===== src/rtl/core/bism_pkg.sv =====
// Shared types, constants and helpers of the integer stack machine.
package bism_pkg;

    localparam int STACK_DEPTH = 1024;
    localparam int ADDR_W      = $clog2(STACK_DEPTH);
    localparam int DEPTH_W     = $clog2(STACK_DEPTH + 1);
    localparam int VAL_W       = 31;
    localparam int CMD_W       = 4;

    localparam logic signed [VAL_W:0] VALUE_LIMIT = 32'sd1000000000;

    typedef enum logic [CMD_W-1:0] {
        CMD_BEGIN  = 4'd0,
        CMD_NUM    = 4'd1,
        CMD_POP    = 4'd2,
        CMD_INV    = 4'd3,
        CMD_DUP    = 4'd4,
        CMD_SWP    = 4'd5,
        CMD_ADD    = 4'd6,
        CMD_SUB    = 4'd7,
        CMD_MUL    = 4'd8,
        CMD_DIV    = 4'd9,
        CMD_MOD    = 4'd10,
        CMD_FINISH = 4'd11
    } cmd_t;

    typedef struct packed {
        cmd_t                    cmd;
        logic signed [VAL_W-1:0] operand;
    } item_t;

    typedef struct packed {
        logic [DEPTH_W-1:0] depth;
        logic               err;
    } status_t;

    function automatic logic in_range(input logic signed [VAL_W:0] v);
        return (v <= VALUE_LIMIT) && (v >= -VALUE_LIMIT);
    endfunction

endpackage


===== src/rtl/core/bism_front.sv =====
// Front end: accepts items, drops unused codes and queues the rest.
module bism_front (
    input  logic                             clk,
    input  logic                             rst_n,
    input  logic                             push,
    input  logic [bism_pkg::CMD_W-1:0]       cmd,
    input  logic signed [bism_pkg::VAL_W-1:0] operand,
    output logic                             full,
    output logic                             head_valid,
    output bism_pkg::item_t                  head,
    input  logic                             take
);
    import bism_pkg::*;

    item_t      q_reg [2];
    logic       wr_ptr_reg, wr_ptr_next;
    logic       rd_ptr_reg, rd_ptr_next;
    logic [1:0] cnt_reg, cnt_next;
    logic       enq;
    logic       deq;

    assign full       = (cnt_reg == 2'd2);
    assign head_valid = (cnt_reg != 2'd0);
    assign head       = q_reg[rd_ptr_reg];

    // Codes above finish are accepted but never reach the back end.
    assign enq = push && !full && (cmd <= CMD_W'(CMD_FINISH));
    assign deq = take && head_valid;

    always_comb
    begin
        wr_ptr_next = wr_ptr_reg ^ enq;
        rd_ptr_next = rd_ptr_reg ^ deq;
        cnt_next    = cnt_reg + 2'(enq) - 2'(deq);
    end

    always_ff @(posedge clk)
    begin
        if (enq)
        begin
            q_reg[wr_ptr_reg] <= '{cmd: cmd_t'(cmd), operand: operand};
        end
    end

    always_ff @(posedge clk or negedge rst_n)
    begin
        if (!rst_n)
        begin
            wr_ptr_reg <= 1'b0;
            rd_ptr_reg <= 1'b0;
            cnt_reg    <= 2'd0;
        end
        else
        begin
            wr_ptr_reg <= wr_ptr_next;
            rd_ptr_reg <= rd_ptr_next;
            cnt_reg    <= cnt_next;
        end
    end

endmodule


===== config.mk =====
export PLATFORM = sky130hd
export DESIGN_NAME = bism_front
export DESIGN_NICKNAME = d
export VERILOG_FILES = /design/src/rtl/core/bism_pkg.sv /design/src/rtl/core/bism_front.sv
export SDC_FILE = /design/constraint.sdc
export NUM_CORES = 1
export LEC_CHECK = 0
export ABC_AREA = 0
export BUFFER_PORTS_ARGS = -buffer_cell sky130_fd_sc_hd__buf_2
export CAP_MARGIN = 25
export CORE_MARGIN = 8
export CORE_UTILIZATION = 30
export DETAILED_ROUTE_END_ITERATION = 7
export PLACE_DENSITY = 0.49
export SYNTH_ARGS = -nofsm -noshare
export SYNTH_HDL_FRONTEND = slang
export SYNTH_SLANG_ARGS = --single-unit
export TNS_END_PERCENT = 30

===== constraint.sdc =====
create_clock -name clk -period 4.98 [get_ports clk]
set_clock_uncertainty 0.2 [all_clocks]
set_input_delay 0.747 -clock clk [delete_from_list [all_inputs] [get_ports clk]]
set_output_delay 0.747 -clock clk [all_outputs]
set_load 0.1 [all_outputs]

==> results of run 1 <==
cell usage after synthesis:
master,number
edfxtp_1,70
mux2_4,29
mux2_2,6
dfrtp_1,4
ha_1,4
inv_1,4
buf_12,3
xnor2_1,2
and3_1,1
buf_6,1
nand2_1,1
nand2b_1,1
nand3_1,1
o21a_1,1
or2_2,1
xor2_1,1
path summary, 6_finish.rpt:
check / start / endpoint / slack, ps / cells past startpoint
max: rd_ptr_reg$_DFF_PN0_ / head[0] / 2020 / 3
min: cnt_reg[1]$_DFF_PN0_ / cnt_reg[1]$_DFF_PN0_ / 320 / 1
max reg2reg: cnt_reg[1]$_DFF_PN0_ / q_reg[1][22]$_DFFE_PP_ / 2830 / 3
min reg2reg: cnt_reg[1]$_DFF_PN0_ / cnt_reg[1]$_DFF_PN0_ / 320 / 1
max in group asynchronous: rst_n / rd_ptr_reg$_DFF_PN0_ / 3920 / 2
min in group asynchronous: rst_n / cnt_reg[0]$_DFF_PN0_ / 530 / 2
timing repair:
action	CTS	global route
endpoints found under the hold margin	4	0
hold buffers	1	0
setup buffers	0	0
setup endpoints to repair	0	0
routing by layer:
| metal | up-vias | wire length [um] |
|---|---|---|
| li1 | 667 | - |
| met1 | 696 | 2408 |
| met2 | 55 | 2383 |
| met3 | 10 | 379 |
| met4 | 0 | 115 |
| met5 | - | 0 |
worst max-delay path, cell delays in order (launching register included):
cell and delay, ps:
dfrtp_2 730, buf_12 270, mux2_2 370, buf_2 290
cell type report:
cell class	instances	area share [%]
flip-flops and latches	74	60.74
well taps	133	4.588
inverters	4	0.4139
multi-input cells	48	17.07
clock buffers	9	3.415
repair buffers	77	11.18
clock inverters	7	2.587
layout by cell type (no fill, tap or decap):
| cell type | count |
|---|---|
| inv_1 | 4 |
| buf_12 | 1 |
| clkinvlp_4 | 4 |
| nand2b_1 | 1 |
| ha_1 | 2 |
| mux2_4 | 29 |
| o21a_1 | 1 |
| bufinv_16 | 2 |
| or2_2 | 1 |
| mux2_2 | 6 |
| buf_2 | 75 |
| ha_2 | 2 |
| clkbuf_8 | 9 |
| clkinv_1 | 1 |
| dlygate4sd3_1 | 1 |
| xnor2_1 | 2 |
| and3_1 | 1 |
| dfrtp_2 | 1 |
| xor2_1 | 1 |
| nand3_1 | 1 |
| nand2_1 | 1 |
| dfrtp_1 | 3 |
| edfxtp_1 | 70 |
per-stage QoR:
step | worst slack [ps] | instances
after detailed placement | 2336 | 335
after floorplan | 2498 | 130
after global routing | 1911 | 352
after CTS | 1941 | 352
final | 2025 | 352
after global placement | 2087 | 334
logic make-up after synthesis:
kind of cell	share of synthesized area [%]
xor gates and xnor gates	0.9053
DFF	75.86
AOI/OAI and AO/OA	0.2587
buffers and inverters	2.974
adders and majority gates	1.724
muxes	17.33
and+or+nand+nor	0.9484
==> impl_results.md, run 1 <==
- Largest area contributor in the synthesized netlist: edfxtp_1
- Routability Congestion: 0.6282
- Fillcell total: 915
- Final Slew Violations: 0
- Gr usage total: 8.468%
- Starting density of the core: 30.26%
- Number of DRC markers in iteration 0: 32
- Post-layout min period: 2955 ps
- Number of distinct standard cells referenced by the synthesized netlist: 16
- ANT cells: 0
- Area share of the leading cell type in the synthesized netlist: 72.41%
- Met3 usage in global routing: 3.797%
- Cell types with the largest area share after synthesis: edfxtp_1, mux2_4, dfrtp_1
- Routing layer with the top usage in global route: met2
- IO Port Bufs: 75
- Sequential fraction of the synthesis area: 75.86%
- Layout Nets: 257
- Critical Path RT: 4030 ps
- Total congestion overflow: 0
- Core Rows: 36
- Buffer levels on the longest clock path: 2
- Worst-Margin Slew: 935.8 ps
- Gate Count Post-Synth: 130
- WS Path Type: register to output port
- Detail Placement HPWL: 3.565 mm
- Final hold viol count: 0
- Routed via count: 1428
- Initial antenna violation count: 0
- Setup-violating endpoint count in the final report: 0
- Chip Width: 114.4 um
- Antenna Violating Nets Remaining: 0
- Post-synthesis register bit count: 74
- Post-detailed-routing wire length: 5.286 mm
- Number of instances resized during post-cts repair: 0
- Final instance area: 3627 sq um
- CP Launch Type: register
- Number of detailed-routing iterations run before antenna repair: 4
- Average cell area after synthesis: 22.33 sq um
- Vias in the first global route: 1557
- Met2 usage: 12.62%
- Post-synthesis instance area: 2903 sq um
- Count of warnings emitted by yosys: 0
- Wire length of the first global-routing pass: 8.162 mm
- Clock tree from TritonCTS: yes
- Share of cells above drive strength 1: 59.36%
- Ratio of routed vias to standard cells: 4.057
- Vert. Die Dim: 114.4 um
- Crit share post-route: 59.34%
- Synthesized net count: 173
- Arrival @ worst endpoint: 2010 ps
- Critical Path End Type: output port
- Setup repair after global routing missed its margin: false
- Area of the multi-input gates: 619.3 sq um
- Type of the worst min-delay path: register to register
- Outcome: complete, no violations
- Htree depth: 3
- Total CTS buffers: 9
- Number of top-level pins: 76
- Clock Tree Root: clkbuf_8
- Core region area: 9594 sq um
- Skew-Pair Late Insertion Delay: 330 ps
- Highest Clock Rate: 0.3384 GHz
- Residual DRC: 0
- Area overhead of the layout relative to synthesis: 24.96%
- Flip-flop count of the largest register, all copies and words added: 70
- Worst hold margin: 322.7 ps
- Max capacitance violation total: 0
- Maximum fanout encountered on the critical timing path: 19
- Storage cell area: 2203 sq um
- DR WL/cell: 15.02 um
- Share of the core filled with cells: 37.81%
- Die Outline Area: 13080 sq um
- Pin count of the biggest net entering global routing: 36
- Setup TNS: 0 ps
- Clock transition at the register clock pins on the worst setup and hold paths after CTS: 80 ps
- M1 GR Usage: 9.740%
- Headroom to the max-slew limit: 37.62%
- Cell Area, Placed: 3400 sq um
- Number of sinks handled by clock tree synthesis: 74
Power of run 1 is not shown: default switching activity piles up to over one toggle a cycle in this logic, so the estimate is an artifact.
==> inputs of run 2 (changes only) <==
clock period = 2.9 ns   (was 4.98 ns; I/O delays follow)
==> run 2 against run 1 <==
Hold slack worse by 240 ps; sequential share of layout area up 0.51 points; critical path depth unchanged; register-to-register slack worse by 2000 ps; cell count grew 1.4%; setup slack lost 1500 ps; final area down 0.83%; utilization shrank 0.31 points; flip-flop and latch count did not move; non-clock buffer count increased by 5; wire length is 0.95% lower; global-route usage barely moved; largest cell class unchanged.
==> impl_results.md, run 2 (synthesis results as in run 1) <==
- ANT cells: 0
- Highest-count cells in the layout ignoring fill and taps: buf_2, edfxtp_1, mux2_4, clkbuf_8
- DR WL/cell: 14.67 um
- Die Outline Area: 13080 sq um
- Total CTS buffers: 9
- Routability Congestion: 0.6188
- Clock transition at the register clock pins on the worst setup and hold paths after CTS: 70 ps
- Total congestion overflow: 0
- Type of the worst min-delay path: input pin to register
- Max capacitance violation total: 0
- Post-layout min period: 2327 ps
- Critical Path RT: 2270 ps
- Routed via count: 1411
- Detail Placement HPWL: 3.789 mm
- CP Launch Type: register
- Worst-Margin Slew: 493.2 ps
- Area overhead of the layout relative to synthesis: 23.92%
- Outcome: complete, no violations
- Buffer levels on the longest clock path: 2
- Core Rows: 36
- Worst setup slack after layout: 573.2 ps
- Critical Path End Type: output port
- Arrival @ worst endpoint: 1690 ps
- Final hold viol count: 0
- Core region area: 9594 sq um
- Flip-flop count of the largest register, all copies and words added: 70
- Number of instances resized during post-cts repair: 0
- Chip Width: 114.4 um
- Starting density of the core: 30.26%
- Vert. Die Dim: 114.4 um
- Skew-Pair Late Insertion Delay: 330 ps
- Crit share post-route: 80.23%
- Worst slack at placement: 727.1 ps
- Fillcell total: 908
- IO Port Bufs: 75
- Share of cells above drive strength 1: 59.82%
- Number of DRC markers in iteration 0: 39
- Final Slew Violations: 0
- Placed instance count: 340
- Post-detailed-routing wire length: 5.236 mm
- Headroom to the max-slew limit: 67.12%
- Vias in the first global route: 1555
- WS Path Type: register to output port
- Initial antenna violation count: 1
- Clock Tree Root: clkbuf_8
- Number of sinks handled by clock tree synthesis: 74
- Highest Clock Rate: 0.4298 GHz
- Pin count of the biggest net entering global routing: 20
- Number of top-level pins: 76
- Clock tree from TritonCTS: yes
- Post-CTS Repair Setup Buffers: 0
- Setup-violating endpoint count in the final report: 0
- Layout Nets: 262
- Setup repair after global routing missed its margin: false
- Most common cell after layout, fill and taps aside: buf_2
- Share of the core filled with cells: 37.49%
- Number of detailed-routing iterations run before antenna repair: 3
- Wire length of the first global-routing pass: 8.114 mm
- Htree depth: 3
- Final std cells w/o fill: 357
- Gr usage total: 8.423%
- Maximum fanout encountered on the critical timing path: 18
- Ratio of routed vias to standard cells: 3.952
- Setup TNS: 0 ps
- Antenna Violating Nets Remaining: 0
- Residual DRC: 0
[run 2: cell count changes in the layout (fill, tap and decap cells not counted), sizes merged]
cell,change
clkinv,+3
bufinv,-2
clkbuf,+2
buf,+5
clkinvlp,-3
[run 2: layout make-up]
class | instances | area [sq um] | area share, %
flip-flops and latches | 74 | 2203 | 61.25
multi-input cells | 48 | 619.3 | 17.22
repair buffers | 82 | 430.4 | 11.97
well taps | 133 | 166.4 | 4.626
clock buffers | 11 | 131.4 | 3.652
clock inverters | 5 | 31.28 | 0.8696
inverters | 4 | 15.01 | 0.4174
[run 2: critical path: stages (launching register included)]
cell and delay [ps]:
dfrtp_2 360, buf_4 320, mux2_2 390, buf_2 290
[run 2: per-layer routing]
metal / vias up / wire (um) / track usage, %
met5: - / 13 / 0
met4: 2 / 87 / 4.259
met1: 667 / 2344 / 9.743
met3: 9 / 508 / 4.800
met2: 55 / 2281 / 12.18
li1: 678 / - / -
[run 2: path summary, 6_finish.rpt]
| kind | start | to | slack [ps] | depth (start not counted) |
|---|---|---|---|---|
| max in group asynchronous | rst_n | rd_ptr_reg$_DFF_PN0_ | 2140 | 2 |
| worst max register to register | cnt_reg[0]$_DFF_PN0_ | q_reg[0][22]$_DFFE_PP_ | 850 | 4 |
| min in group asynchronous | rst_n | cnt_reg[1]$_DFF_PN0_ | 230 | 2 |
| worst min register to register | cnt_reg[1]$_DFF_PN0_ | cnt_reg[1]$_DFF_PN0_ | 320 | 1 |
| worst min-delay path | operand[26] | q_reg[1][26]$_DFFE_PP_ | 90 | 1 |
| worst max-delay path | rd_ptr_reg$_DFF_PN0_ | head[34] | 570 | 3 |
[run 2: stage by stage]
stage	area [sq um]	hold slack (ps)
floorplan	2903	-60.59
global placement	3425	49.54
detailed placement	3425	48.32
CTS	3597	65.65
global route	3597	57.99
finish	3597	87.43
[run 2: what timing repair did]
action	in CTS	in global routing
hold buffers	1	0
hold endpoints to repair	4	0
endpoints found under the setup margin	0	0
Power of run 2 is left out for the same reason.
